[src/rtl/core/hmfs_pkg.sv]
// ----------------------------------------------------------------------------
// hmfs_pkg
// Shared types, sizes and media name tables for the media format selector.
// ----------------------------------------------------------------------------
`default_nettype none

package hmfs_pkg;

    // byte queue between front and back
    localparam int FQ_DEPTH = 4;
    localparam int FQ_AW    = $clog2(FQ_DEPTH);
    localparam int FQ_CW    = $clog2(FQ_DEPTH + 1);

    // result queue at the back
    localparam int OQ_DEPTH = 2;
    localparam int OQ_AW    = $clog2(OQ_DEPTH);
    localparam int OQ_CW    = $clog2(OQ_DEPTH + 1);

    localparam logic [4:0] LEN_X   = 5'd22;
    localparam logic [4:0] LEN_P   = 5'd20;
    localparam logic [4:0] POS_MAX = 5'd23;

    localparam logic [8*22-1:0] NAME_X = "application/x-protobuf";
    localparam logic [8*20-1:0] NAME_P = "application/protobuf";

    localparam logic CMD_CTYPE  = 1'b0;
    localparam logic CMD_ACCEPT = 1'b1;

    localparam logic FMT_JSON     = 1'b0;
    localparam logic FMT_PROTOBUF = 1'b1;

    typedef enum logic [3:0] {
        PH_LEAD   = 4'b0001,
        PH_BODY   = 4'b0010,
        PH_TRAIL  = 4'b0100,
        PH_PARAMS = 4'b1000
    } phase_t;

    typedef enum logic [7:0] {
        QS_NONE    = 8'b0000_0001,
        QS_SEMI    = 8'b0000_0010,
        QS_Q       = 8'b0000_0100,
        QS_EQ      = 8'b0000_1000,
        QS_FOUND   = 8'b0001_0000,
        QS_DOT     = 8'b0010_0000,
        QS_ZERO    = 8'b0100_0000,
        QS_NONZERO = 8'b1000_0000
    } qscan_t;

    // one classified word
    typedef struct packed {
        logic       cmd;
        logic       empty;
        logic       last;
        logic [7:0] ch;        // lowercased byte
        logic       is_semi;
        logic       is_space;
        logic       is_comma;
        logic       is_dot;
        logic       is_zero;
        logic       is_eq;
        logic       is_q;      // raw lowercase q only
    } item_t;

    typedef struct packed {
        logic header_done;
        logic format;
    } result_t;

    function automatic logic [7:0] name_x_char(input logic [4:0] pos);
        logic [4:0] d;
        logic [7:0] sh;
        d  = LEN_X - 5'd1 - pos;
        sh = {d, 3'b000};
        return NAME_X[sh +: 8];
    endfunction

    function automatic logic [7:0] name_p_char(input logic [4:0] pos);
        logic [4:0] d;
        logic [7:0] sh;
        d  = LEN_P - 5'd1 - pos;
        sh = {d, 3'b000};
        return NAME_P[sh +: 8];
    endfunction

endpackage

`default_nettype wire

[src/rtl/core/http_media_format_selector.sv]
// ----------------------------------------------------------------------------
// http_media_format_selector
// Picks the request and response wire format from Content-Type and Accept.
// ----------------------------------------------------------------------------
// Input channel: one header value byte per word, taken at an edge where push
// is high and full is low. command tells Content-Type from Accept, last_byte
// closes a value, value_empty stands for a value with no bytes at all.
// Result channel: while empty is low, header_done and format show the oldest
// result; it is taken at an edge where pop is high. A result comes for each
// closed or empty value: header_done 0 gives the request format, 1 the
// response format.
// Throughput is one word per cycle while full stays low. A word is held in a
// four entry byte queue, parsed combinationally by the back end at its head,
// and its result is registered in the result queue before it can be popped.
// When pop is held low, results collect in a two entry result queue, then the
// byte queue fills and full rises; nothing is dropped.
// Reset empties both queues, clears the parse state and sets the remembered
// request format to JSON.
// ----------------------------------------------------------------------------
`default_nettype none

module http_media_format_selector
(
    input  wire logic       clk,
    input  wire logic       rst_n,
    input  wire logic       push,
    output logic            full,
    input  wire logic       command,
    input  wire logic [7:0] data_byte,
    input  wire logic       value_empty,
    input  wire logic       last_byte,
    output logic            empty,
    input  wire logic       pop,
    output logic            header_done,
    output logic            format
);

    hmfs_pkg::item_t head;
    logic            head_valid;
    logic            head_take;

    hmfs_front u_front
    (
        .clk         (clk),
        .rst_n       (rst_n),
        .push        (push),
        .full        (full),
        .command     (command),
        .data_byte   (data_byte),
        .value_empty (value_empty),
        .last_byte   (last_byte),
        .head        (head),
        .head_valid  (head_valid),
        .head_take   (head_take)
    );

    hmfs_back u_back
    (
        .clk         (clk),
        .rst_n       (rst_n),
        .head        (head),
        .head_valid  (head_valid),
        .head_take   (head_take),
        .empty       (empty),
        .pop         (pop),
        .header_done (header_done),
        .format      (format)
    );

endmodule

`default_nettype wire

[src/rtl/core/hmfs_front.sv]
// ----------------------------------------------------------------------------
// hmfs_front
// Accepts header bytes, classifies them and holds them in a short queue.
// ----------------------------------------------------------------------------
`default_nettype none

module hmfs_front
(
    input  wire logic                clk,
    input  wire logic                rst_n,
    input  wire logic                push,
    output logic                     full,
    input  wire logic                command,
    input  wire logic [7:0]          data_byte,
    input  wire logic                value_empty,
    input  wire logic                last_byte,
    output hmfs_pkg::item_t          head,
    output logic                     head_valid,
    input  wire logic                head_take
);

    hmfs_pkg::item_t                 mem_reg [hmfs_pkg::FQ_DEPTH];
    logic [hmfs_pkg::FQ_AW-1:0]      wr_ptr_reg;
    logic [hmfs_pkg::FQ_AW-1:0]      wr_ptr_next;
    logic [hmfs_pkg::FQ_AW-1:0]      rd_ptr_reg;
    logic [hmfs_pkg::FQ_AW-1:0]      rd_ptr_next;
    logic [hmfs_pkg::FQ_CW-1:0]      cnt_reg;
    logic [hmfs_pkg::FQ_CW-1:0]      cnt_next;
    hmfs_pkg::item_t                 cls;
    logic                            wr_en;
    logic                            rd_en;

    assign full       = (cnt_reg == hmfs_pkg::FQ_CW'(hmfs_pkg::FQ_DEPTH));
    assign head_valid = (cnt_reg != '0);
    assign head       = mem_reg[rd_ptr_reg];
    assign wr_en      = push && !full;
    assign rd_en      = head_take && head_valid;

    always_comb
    begin
        cls.cmd      = command;
        cls.empty    = value_empty;
        cls.last     = last_byte;
        cls.ch       = (data_byte >= "A" && data_byte <= "Z") ? data_byte + 8'd32 : data_byte;
        cls.is_semi  = (data_byte == ";");
        cls.is_space = (data_byte == " ");
        cls.is_comma = (data_byte == ",");
        cls.is_dot   = (data_byte == ".");
        cls.is_zero  = (data_byte == "0");
        cls.is_eq    = (data_byte == "=");
        cls.is_q     = (data_byte == "q");
    end

    always_comb
    begin
        wr_ptr_next = wr_ptr_reg;
        rd_ptr_next = rd_ptr_reg;
        cnt_next    = cnt_reg;
        if (wr_en)
        begin
            wr_ptr_next = wr_ptr_reg + 1'b1;
        end
        if (rd_en)
        begin
            rd_ptr_next = rd_ptr_reg + 1'b1;
        end
        if (wr_en && !rd_en)
        begin
            cnt_next = cnt_reg + 1'b1;
        end
        else if (rd_en && !wr_en)
        begin
            cnt_next = cnt_reg - 1'b1;
        end
    end

    always_ff @(posedge clk or negedge rst_n)
    begin
        if (!rst_n)
        begin
            wr_ptr_reg <= '0;
            rd_ptr_reg <= '0;
            cnt_reg    <= '0;
        end
        else
        begin
            wr_ptr_reg <= wr_ptr_next;
            rd_ptr_reg <= rd_ptr_next;
            cnt_reg    <= cnt_next;
        end
    end

    always_ff @(posedge clk)
    begin
        if (wr_en)
        begin
            mem_reg[wr_ptr_reg] <= cls;
        end
    end

`ifndef SYNTHESIS
    a_cnt_range: assert property (@(posedge clk) disable iff (!rst_n)
        cnt_reg <= hmfs_pkg::FQ_CW'(hmfs_pkg::FQ_DEPTH))
        else $error("byte queue count out of range");

    a_cnt_up: assert property (@(posedge clk) disable iff (!rst_n)
        (wr_en && !rd_en) |=> cnt_reg == $past(cnt_reg) + 1'b1)
        else $error("byte queue count did not rise on write");

    a_cnt_down: assert property (@(posedge clk) disable iff (!rst_n)
        (rd_en && !wr_en) |=> cnt_reg == $past(cnt_reg) - 1'b1)
        else $error("byte queue count did not fall on read");
`endif

endmodule

`default_nettype wire

[src/rtl/core/hmfs_back.sv]
// ----------------------------------------------------------------------------
// hmfs_back
// Parses queued header words, picks the media format and queues the results.
// ----------------------------------------------------------------------------
`default_nettype none

module hmfs_back
(
    input  wire logic                clk,
    input  wire logic                rst_n,
    input  wire hmfs_pkg::item_t     head,
    input  wire logic                head_valid,
    output logic                     head_take,
    output logic                     empty,
    input  wire logic                pop,
    output logic                     header_done,
    output logic                     format
);

    hmfs_pkg::phase_t                ph_reg, ph_next, m_ph;
    hmfs_pkg::qscan_t                qs_reg, qs_next, m_qs;
    logic [4:0]                      pos_reg, pos_next, m_pos, pos_inc;
    logic [1:0]                      al_reg, al_next, m_al, fed_al;
    logic                            pf_reg, pf_next;
    logic                            rf_reg, rf_next;

    hmfs_pkg::result_t               oq_reg [hmfs_pkg::OQ_DEPTH];
    logic [hmfs_pkg::OQ_AW-1:0]      owr_reg;
    logic [hmfs_pkg::OQ_AW-1:0]      ord_reg;
    logic [hmfs_pkg::OQ_CW-1:0]      ocnt_reg;
    logic [hmfs_pkg::OQ_CW-1:0]      ocnt_next;

    logic                            fx, fp;
    logic                            m_match, cur_match, cur_skip, m_skip, found;
    logic                            res_wr, rd_en;
    hmfs_pkg::result_t               res;

    assign head_take   = head_valid && (ocnt_reg != hmfs_pkg::OQ_CW'(hmfs_pkg::OQ_DEPTH));
    assign empty       = (ocnt_reg == '0);
    assign rd_en       = pop && !empty;
    assign header_done = oq_reg[ord_reg].header_done;
    assign format      = oq_reg[ord_reg].format;

    // name compare for the current position
    always_comb
    begin
        fx      = (pos_reg < hmfs_pkg::LEN_X) && (head.ch == hmfs_pkg::name_x_char(pos_reg));
        fp      = (pos_reg < hmfs_pkg::LEN_P) && (head.ch == hmfs_pkg::name_p_char(pos_reg));
        fed_al  = al_reg & {fp, fx};
        pos_inc = (pos_reg < hmfs_pkg::POS_MAX) ? pos_reg + 5'd1 : pos_reg;
    end

    // media type step
    always_comb
    begin
        m_ph  = ph_reg;
        m_pos = pos_reg;
        m_al  = al_reg;
        unique case (ph_reg)
            hmfs_pkg::PH_LEAD:
            begin
                if (head.is_semi)
                begin
                    m_ph = hmfs_pkg::PH_PARAMS;
                end
                else if (!head.is_space)
                begin
                    m_ph  = hmfs_pkg::PH_BODY;
                    m_pos = pos_inc;
                    m_al  = fed_al;
                end
            end
            hmfs_pkg::PH_BODY:
            begin
                if (head.is_semi)
                begin
                    m_ph = hmfs_pkg::PH_PARAMS;
                end
                else if (head.is_space)
                begin
                    m_ph = hmfs_pkg::PH_TRAIL;
                end
                else
                begin
                    m_pos = pos_inc;
                    m_al  = fed_al;
                end
            end
            hmfs_pkg::PH_TRAIL:
            begin
                if (head.is_semi)
                begin
                    m_ph = hmfs_pkg::PH_PARAMS;
                end
                else if (!head.is_space)
                begin
                    // interior space, no match possible
                    m_ph = hmfs_pkg::PH_BODY;
                    m_al = 2'b00;
                end
            end
            default:
            begin
                m_ph = ph_reg;
            end
        endcase
    end

    // q=0 scan over the parameters
    always_comb
    begin
        m_qs = qs_reg;
        unique case (qs_reg)
            hmfs_pkg::QS_NONE:
            begin
                m_qs = head.is_semi ? hmfs_pkg::QS_SEMI : hmfs_pkg::QS_NONE;
            end
            hmfs_pkg::QS_SEMI:
            begin
                if (head.is_q)
                    m_qs = hmfs_pkg::QS_Q;
                else
                    m_qs = head.is_semi ? hmfs_pkg::QS_SEMI : hmfs_pkg::QS_NONE;
            end
            hmfs_pkg::QS_Q:
            begin
                if (head.is_eq)
                    m_qs = hmfs_pkg::QS_EQ;
                else
                    m_qs = head.is_semi ? hmfs_pkg::QS_SEMI : hmfs_pkg::QS_NONE;
            end
            hmfs_pkg::QS_EQ:
            begin
                if (head.is_zero)
                    m_qs = hmfs_pkg::QS_FOUND;
                else
                    m_qs = head.is_semi ? hmfs_pkg::QS_SEMI : hmfs_pkg::QS_NONE;
            end
            hmfs_pkg::QS_FOUND:
            begin
                if (head.is_semi || head.is_space)
                    m_qs = hmfs_pkg::QS_ZERO;
                else if (head.is_dot)
                    m_qs = hmfs_pkg::QS_DOT;
                else
                    m_qs = hmfs_pkg::QS_NONZERO;
            end
            hmfs_pkg::QS_DOT:
            begin
                if (head.is_zero)
                    m_qs = hmfs_pkg::QS_DOT;
                else if (head.is_semi || head.is_space)
                    m_qs = hmfs_pkg::QS_ZERO;
                else
                    m_qs = hmfs_pkg::QS_NONZERO;
            end
            hmfs_pkg::QS_ZERO, hmfs_pkg::QS_NONZERO:
            begin
                m_qs = qs_reg;
            end
            default:
            begin
                m_qs = qs_reg;
            end
        endcase
    end

    always_comb
    begin
        m_match   = (m_al[0] && m_pos == hmfs_pkg::LEN_X) || (m_al[1] && m_pos == hmfs_pkg::LEN_P);
        cur_match = (al_reg[0] && pos_reg == hmfs_pkg::LEN_X)
                 || (al_reg[1] && pos_reg == hmfs_pkg::LEN_P);
        // found, after a dot, or zero quality: entry is refused
        cur_skip  = (qs_reg == hmfs_pkg::QS_FOUND) || (qs_reg == hmfs_pkg::QS_DOT)
                 || (qs_reg == hmfs_pkg::QS_ZERO);
        m_skip    = (m_qs == hmfs_pkg::QS_FOUND) || (m_qs == hmfs_pkg::QS_DOT)
                 || (m_qs == hmfs_pkg::QS_ZERO);
    end

    always_comb
    begin
        ph_next = ph_reg;
        pos_next = pos_reg;
        al_next = al_reg;
        qs_next = qs_reg;
        pf_next = pf_reg;
        rf_next = rf_reg;
        res_wr  = 1'b0;
        res.header_done = hmfs_pkg::CMD_CTYPE;
        res.format      = hmfs_pkg::FMT_JSON;
        found   = 1'b0;
        if (head_take)
        begin
            if (head.empty)
            begin
                ph_next  = hmfs_pkg::PH_LEAD;
                pos_next = '0;
                al_next  = 2'b11;
                qs_next  = hmfs_pkg::QS_NONE;
                res_wr   = 1'b1;
                if (head.cmd == hmfs_pkg::CMD_CTYPE)
                begin
                    rf_next = hmfs_pkg::FMT_JSON;
                end
                else
                begin
                    pf_next         = 1'b0;
                    res.header_done = hmfs_pkg::CMD_ACCEPT;
                    res.format      = rf_reg;
                end
            end
            else if (head.cmd == hmfs_pkg::CMD_CTYPE)
            begin
                ph_next  = m_ph;
                pos_next = m_pos;
                al_next  = m_al;
                if (head.last)
                begin
                    ph_next    = hmfs_pkg::PH_LEAD;
                    pos_next   = '0;
                    al_next    = 2'b11;
                    qs_next    = hmfs_pkg::QS_NONE;
                    rf_next    = m_match;
                    res_wr     = 1'b1;
                    res.format = m_match;
                end
            end
            else
            begin
                if (head.is_comma)
                begin
                    found    = pf_reg || (!cur_skip && cur_match);
                    ph_next  = hmfs_pkg::PH_LEAD;
                    pos_next = '0;
                    al_next  = 2'b11;
                    qs_next  = hmfs_pkg::QS_NONE;
                end
                else
                begin
                    found    = pf_reg || (head.last && !m_skip && m_match);
                    ph_next  = m_ph;
                    pos_next = m_pos;
                    al_next  = m_al;
                    qs_next  = m_qs;
                end
                pf_next = found;
                if (head.last)
                begin
                    ph_next         = hmfs_pkg::PH_LEAD;
                    pos_next        = '0;
                    al_next         = 2'b11;
                    qs_next         = hmfs_pkg::QS_NONE;
                    pf_next         = 1'b0;
                    res_wr          = 1'b1;
                    res.header_done = hmfs_pkg::CMD_ACCEPT;
                    res.format      = found;
                end
            end
        end
    end

    always_comb
    begin
        ocnt_next = ocnt_reg;
        if (res_wr && !rd_en)
        begin
            ocnt_next = ocnt_reg + 1'b1;
        end
        else if (rd_en && !res_wr)
        begin
            ocnt_next = ocnt_reg - 1'b1;
        end
    end

    always_ff @(posedge clk or negedge rst_n)
    begin
        if (!rst_n)
        begin
            ph_reg   <= hmfs_pkg::PH_LEAD;
            pos_reg  <= '0;
            al_reg   <= 2'b11;
            qs_reg   <= hmfs_pkg::QS_NONE;
            pf_reg   <= 1'b0;
            rf_reg   <= hmfs_pkg::FMT_JSON;
            owr_reg  <= '0;
            ord_reg  <= '0;
            ocnt_reg <= '0;
        end
        else
        begin
            ph_reg   <= ph_next;
            pos_reg  <= pos_next;
            al_reg   <= al_next;
            qs_reg   <= qs_next;
            pf_reg   <= pf_next;
            rf_reg   <= rf_next;
            ocnt_reg <= ocnt_next;
            if (res_wr)
            begin
                owr_reg <= owr_reg + 1'b1;
            end
            if (rd_en)
            begin
                ord_reg <= ord_reg + 1'b1;
            end
        end
    end

    always_ff @(posedge clk)
    begin
        if (res_wr)
        begin
            oq_reg[owr_reg] <= res;
        end
    end

`ifndef SYNTHESIS
    a_ocnt_range: assert property (@(posedge clk) disable iff (!rst_n)
        ocnt_reg <= hmfs_pkg::OQ_CW'(hmfs_pkg::OQ_DEPTH))
        else $error("result queue count out of range");

    a_end_gives_result: assert property (@(posedge clk) disable iff (!rst_n)
        (head_take && (head.empty || head.last)) |=> !empty)
        else $error("concluded header left no result");

    a_accept_clears_found: assert property (@(posedge clk) disable iff (!rst_n)
        (head_take && head.cmd == hmfs_pkg::CMD_ACCEPT && (head.empty || head.last))
        |=> !pf_reg)
        else $error("protobuf flag survived the end of an accept value");
`endif

endmodule

`default_nettype wire

[config.mk]
export PLATFORM = sky130hd
export DESIGN_NAME = http_media_format_selector
export DESIGN_NICKNAME = d
export VERILOG_FILES = /design/src/rtl/core/hmfs_pkg.sv /design/src/rtl/core/http_media_format_selector.sv /design/src/rtl/core/hmfs_front.sv /design/src/rtl/core/hmfs_back.sv
export SDC_FILE = /design/constraint.sdc
export NUM_CORES = 1
export LEC_CHECK = 0
export ABC_CLOCK_PERIOD_IN_PS = 4550
export BUFFER_PORTS_ARGS = -buffer_cell sky130_fd_sc_hd__buf_2
export CORE_MARGIN = 10
export CORE_UTILIZATION = 65
export CTS_BUF_LIST = sky130_fd_sc_hd__clkbuf_4 sky130_fd_sc_hd__clkbuf_8
export DETAILED_ROUTE_END_ITERATION = 8
export PLACE_DENSITY = 0.83
export SYNTH_ARGS = -nofsm -noshare
export SYNTH_HDL_FRONTEND = slang
export SYNTH_HIERARCHICAL = 1
export SYNTH_SLANG_ARGS = --single-unit
[constraint.sdc]
create_clock -name clk -period 4.55 [get_ports clk]
set_clock_uncertainty 0.05 [all_clocks]
set_input_delay 0.2275 -clock clk [delete_from_list [all_inputs] [get_ports clk]]
set_output_delay 0.2275 -clock clk [all_outputs]
set_load 0.02 [all_outputs]
## Word level (Yosys, flattened, before mapping)

Memory sizes are Yosys's and may differ from the RTL's.
Cells that the tools add are included.

| word-level totals | value |
|---|---|
| register bits after elaboration | 32 |
| output and inout bits | 4 |
| RAM bits | 76 |
| memories | 2 |
| input bits | 15 |

| operators by class | value |
|---|---|
| $lt $le $gt $ge | 5 |
| add/subtract/negate cells | 12 |
| shift operators | 2 |
| reductions and logical operators | 46 |
| equal/unequal tests | 28 |
| bitwise gates (word level) | 2 |
| mux-type cells | 71 |

Memory list:

| name | words | width | read ports | clocked after memory_dff | wr ports | line | source |
|---|---|---|---|---|---|---|---|
| u_front.mem_reg | 4 | 18 | 1 | 0 | 1 | hmfs_front.sv:22 | `hmfs_pkg::item_t mem_reg [hmfs_pkg::FQ_DEPTH];` |
| u_back.oq_reg | 2 | 2 | 1 | 0 | 1 | hmfs_back.sv:27 | `hmfs_pkg::result_t oq_reg [hmfs_pkg::OQ_DEPTH];` |

Operator list:

| operator | count |
|---|---|
| $shiftx 176x9->8 const A | 1 |
| $shiftx 160x9->8 const A | 1 |
| $mux 8 | 13 |
| $eq 8x6->1 const B | 8 |
| $pmux 8 s6 | 1 |
| $mux 5 | 9 |
| $mux 4 | 9 |
| $mux 2 | 16 |
| $eq 8x7->1 const B | 3 |
| $eq 5x5->1 const B | 4 |
| $mux 1 | 19 |
| $logic_and 1x1->1 | 18 |
| $eq 8x5->1 const B | 2 |
| $eq 8x8->1 | 2 |
| $lt 5x5->1 const B | 3 |
| $sub 5x5->5 const A | 2 |
| $logic_or 1x1->1 | 9 |
| $add 8x6->8 const B | 1 |
| $eq 8x1->1 const B | 1 |
| $eq 8x2->1 const B | 1 |
| $eq 8x3->1 const B | 1 |
| $eq 8x4->1 const B | 1 |
| $ge 8x7->1 const B | 1 |
| $le 8x7->1 const B | 1 |
| 23 further kinds | 39 |

## Logic depth before layout (Yosys ltp)

| logic depth | value |
|---|---|
| depth after elaboration | 17 |
| depth in mapped cells | 12 |

## By module

Netlist, hierarchy kept.

Modules (own cells, without submodules):

| module | area an instance (um^2) | cells an instance | times used | seq. area each (um^2) |
|---|---|---|---|---|
| hmfs_front | 3,155.5 | 152 | 1 | 2,337.2 |
| hmfs_back | 2,962.8 | 371 | 1 | 750.7 |

## Least setup slack after synthesis

OpenSTA, ideal clock, no wires.

| timing path | value |
|---|---|
| path kind | flip-flop to flip-flop |
| start point | register u_front/rd_ptr_reg[0] in the netlist's numbering |
| end point | memory u_back/oq_reg[0][0] in the netlist's numbering (data pin) |
| path slack | 1.393 ns |
| buffers on the path | 1 |
| arrival | 2.952 ns |
| cell stages (with the launch flop) | 11 |
| path through | dfrtp_1 buf_2 mux4_2 or2_1 or4_4 a21oi_4 nand3b_1 a22oi_1 o21ai_1 a2111o_1 o21ai_1 |

RTL lines:

| element | line | source |
|---|---|---|
| start: declaration | hmfs_front.sv:25 | `logic [hmfs_pkg::FQ_AW-1:0] rd_ptr_reg;` |
| start signal: assignment | hmfs_front.sv:88 | `rd_ptr_reg <= rd_ptr_next;` |
| end: declaration | hmfs_back.sv:27 |  |

==> results.rst <==
.. list-table::
   :header-rows: 1

   * - Metric
     - Value
   * - Status
     - finished, final reports clean
   * - Relative slew slack
     - 0.367
   * - Global-route wire length before repair
     - 22100 um
   * - Arr. time, crit path
     - 3.53 ns
   * - Site row count
     - 35
   * - Antenna Diode Count
     - 0
   * - X dimension of the die
     - 117 um
   * - Biggest area contributors in the synthesized netlist
     - sky130_fd_sc_hd__edfxtp_1 37%, sky130_fd_sc_hd__dfrtp_1 11%, sky130_fd_sc_hd__mux4_2 7.7%, sky130_fd_sc_hd__ha_1 4.9%, sky130_fd_sc_hd__o21ai_0 3.2%
   * - Startpoint of the lowest-slack hold path
     - command
   * - Final cycle utilization of the critical path
     - 0.764
   * - Syn_nets
     - 563
   * - Overflow left after global routing
     - 0
   * - Final hold slack
     - 0.0177 ns
   * - Commonest cells in the netlist
     - 76 x sky130_fd_sc_hd__edfxtp_1, 46 x sky130_fd_sc_hd__nand2_1, 39 x sky130_fd_sc_hd__o21ai_0, 28 x sky130_fd_sc_hd__dfrtp_1, 27 x sky130_fd_sc_hd__nor2_1
   * - Number of global-route vias before repair
     - 4289
   * - Clock buffer count from CTS
     - 9
   * - Max clock buf depth
     - 2
   * - Source-to-sink clock delay at the later pin of the worst-skew pair
     - 0.37 ns
   * - Part of the Yosys area used for sequential elements
     - 0.505
   * - Remaining DRCs
     - 0
   * - HPWL after DPL
     - 9260 um
   * - Sequential group share of total power
     - 0.398
   * - Area enclosed by the die boundary
     - 0.0137 mm2
   * - Combinational share of power
     - 0.445
   * - Number of antenna violations at the first check in global routing
     - 0
   * - Largest net degree at the start of global routing
     - 33
   * - Setup slack of the worst register-to-register path
     - 1.07 ns
   * - Placeable core region
     - 0.00920 mm2
   * - Final sum of negative setup slack
     - 0 ns
   * - Slew at the pin with the worst max-slew slack
     - 0.949 ns
   * - Worst min-delay path class
     - input port to flip-flop
   * - Startpoint-to-endpoint class of the critical path
     - flip-flop to flip-flop
   * - Cells after Synth
     - 523
   * - WHS Path Cells
     - 1
   * - Clock Pin Slew Worst Setup and Hold Paths
     - 0.12 ns
   * - Sort of element at the end of the critical path
     - flip-flop
   * - Cell at the root of the clock tree
     - sky130_fd_sc_hd__clkbuf_8
   * - Total clock sinks
     - 108
   * - Hold-critical path endpoint
     - u_front/mem_reg[2][17]
   * - Ratio of cells with drive above 1 in the final layout
     - 0.156
   * - Cell internal pwr
     - 2200 uW
   * - Count of antenna-violating nets left after detailed routing
     - 0
   * - Htree depth
     - 3
   * - Via count normalized by instance count
     - 6.71
   * - Setup repair after global routing missed its margin
     - no
   * - Final RePlAce weighted congestion
     - 0.940
   * - Setup Fix Bufs, Post-CTS
     - 0
   * - Final-report hold violation count
     - 0
   * - Post-layout power
     - 3680 uW
   * - Routed length per placed instance
     - 20.2 um
   * - Boundary Pins
     - 19
   * - Largest register FFs
     - 72
   * - Net count of the finished layout
     - 574
   * - Power density over the cells
     - 567 mW/mm2
   * - Vias after detailed routing
     - 4360
   * - Setup violation total in the final timing report
     - 0
   * - Post-synthesis async set-or-reset flop share
     - 0.296
   * - Most frequently used cell type in the post-synthesis netlist
     - sky130_fd_sc_hd__edfxtp_1
   * - Critical path launch point
     - u_back/pos_reg[2]
   * - Post-synthesis to final-layout area growth
     - 6.05%
   * - Clock tree from TritonCTS
     - built
   * - Synth Cell Area
     - 0.00612 mm2
   * - Part of the power in the clock network
     - 0.157
   * - Switching share of total power
     - 0.404
   * - Distinct cell type count of the synthesized netlist
     - 77
   * - Net Sw Power
     - 1490 uW
   * - Reported max-cap violation count
     - 0
   * - Initial drt markers
     - 314
   * - Total of buffers placed on input and output ports
     - 18
   * - Yosys synthesis warning count
     - 6
   * - Clock period minus final worst setup slack
     - 3.48 ns
   * - Overall Global Routing Usage
     - 0.206
   * - Fmax
     - 288 MHz
   * - Data required time of the worst path
     - 4.61 ns
   * - Final number of max-transition violations
     - 0
   * - Portion of synthesized cell area occupied by the leading cell type
     - 0.373
   * - Initial Utilization
     - 0.665
   * - Leak Pwr
     - 0.00236 uW
   * - Library cell with the largest summed area after synthesis
     - sky130_fd_sc_hd__edfxtp_1
   * - Maximum fanout along the worst path
     - 17
   * - Crit Reg-Reg Startpoint
     - u_back/pos_reg[2]
   * - Worst Setup Start Kind
     - flip-flop
   * - R2R Path End
     - u_back/oq_reg[0][0]
   * - Top FF cell, synth
     - sky130_fd_sc_hd__edfxtp_1
   * - Final routed wirelength across all metal layers
     - 13100 um
   * - Height of the chip
     - 117 um
   * - Mean area per synthesized cell
     - 11.7 um2
   * - Number of enable flip-flop cells after synthesis
     - 76
   * - Number of detailed-routing iterations run before antenna repair
     - 5
   * - Highest ir drop seen on vdd
     - 387 uV
   * - Seq cells post-synth
     - 108
   * - Path depth of the worst reg2reg path
     - 10
[what timing repair did]
| action | in CTS | in global routing |
|---|---|---|
| resized for setup | 0 | 0 |
| hold endpoints to repair | 28 | 0 |
| hold buffers | 1 | 0 |
[metal layers]
layer,part of all wire,up-vias,global-route usage
li1,-,2010,-
met1,0.43,2134,0.284
met4,0.016,0,0.0610
met3,0.074,19,0.0326
met5,0,-,0
met2,0.49,197,0.328
[power by group through the flow]
stage	clock [uW]	sequential [uW]	combinational [uW]
2_1_floorplan	0	1400	1270
3_3_place_gp	0	1470	1560
3_5_place_dp	0	1480	1620
4_1_cts	594	1460	1630
5_1_grt	635	1490	1800
6_report	579	1460	1640
[logic make-up after synthesis]
logic type,after synthesis,share of synthesized area
adder cells (fa/ha/maj),25,0.0524
AND/OR/NAND/NOR,167,0.147
flip-flops,108,0.505
buffers and inverters,47,0.0315
multiplexers,35,0.101
XOR/XNOR,21,0.0325
AO/OA/AOI/OAI,120,0.131
[stage by stage]
step	setup slack (ns)	utilization	cell area, um2	std cells
global placement	1.18	0.682	6270	633
global route	0.827	0.706	6490	650
detailed placement	1.10	0.682	6270	633
CTS	1.08	0.706	6490	650
floorplan	1.39	-	6120	523
finish	1.07	0.706	6490	650
[how the worst max path moves through the flow]
stage / to / slack [ns] / cells after the start
final: u_back/oq_reg[0][0] / 1.07 / 10
after global placement: u_back/oq_reg[0][0] / 1.18 / 10
after detailed placement: u_back/oq_reg[0][0] / 1.10 / 10
after floorplan: u_back/oq_reg[0][0] / 1.39 / 10
after global routing: u_back/oq_reg[0][0] / 0.83 / 11
after CTS: u_back/oq_reg[0][0] / 1.08 / 10
[cells in the final DEF (no fill, tap or decap), types with 4 or more instances in the layout]
cell,synthesis,final
sky130_fd_sc_hd__edfxtp_1,76,76
sky130_fd_sc_hd__nand2_1,46,46
sky130_fd_sc_hd__o21ai_0,39,39
sky130_fd_sc_hd__dfrtp_1,28,28
sky130_fd_sc_hd__nor2_1,27,27
sky130_fd_sc_hd__ha_1,24,24
sky130_fd_sc_hd__inv_1,23,23
sky130_fd_sc_hd__mux4_2,21,21
sky130_fd_sc_hd__buf_2,7,18
sky130_fd_sc_hd__a21oi_1,18,18
sky130_fd_sc_hd__nor3_1,14,14
sky130_fd_sc_hd__xnor2_1,14,14
sky130_fd_sc_hd__nand3_1,13,13
sky130_fd_sc_hd__nor2b_1,10,10
sky130_fd_sc_hd__mux2i_1,10,10
sky130_fd_sc_hd__clkbuf_8,0,9
sky130_fd_sc_hd__nand2b_1,9,9
sky130_fd_sc_hd__o211ai_1,8,8
sky130_fd_sc_hd__or3_1,7,7
sky130_fd_sc_hd__a31oi_1,7,7
sky130_fd_sc_hd__nor4_1,6,6
sky130_fd_sc_hd__xor2_1,5,5
sky130_fd_sc_hd__a211oi_1,5,5
sky130_fd_sc_hd__buf_4,0,4
sky130_fd_sc_hd__and3_1,4,4
sky130_fd_sc_hd__o21bai_1,4,4
sky130_fd_sc_hd__mux2_2,4,4
sky130_fd_sc_hd__dfstp_2,4,4
sky130_fd_sc_hd__and2_1,4,4
[critical path, cell delays in order, from the launching register on]
cell and delay [ns]:
sky130_fd_sc_hd__dfrtp_1 0.34, sky130_fd_sc_hd__buf_4 0.21, sky130_fd_sc_hd__inv_1 0.19, sky130_fd_sc_hd__ha_1 0.36
sky130_fd_sc_hd__nor3_1 0.72, sky130_fd_sc_hd__nor3_1 0.15, sky130_fd_sc_hd__or3b_2 0.48, sky130_fd_sc_hd__o211ai_1 0.12
sky130_fd_sc_hd__nor4_2 0.09, sky130_fd_sc_hd__a211oi_1 0.35, sky130_fd_sc_hd__o21ai_1 0.14
[layout make-up]
type / instances / area, um2
fill: 668 / 2710
sequential: 108 / 3090
clock inverter: 7 / 80.1
timing repair buffer: 23 / 130
inverter: 24 / 90.1
clock buffer: 9 / 124
tap: 111 / 139
multi-input combinational: 368 / 2840
Note: power is estimated with default switching activity, not from simulation.
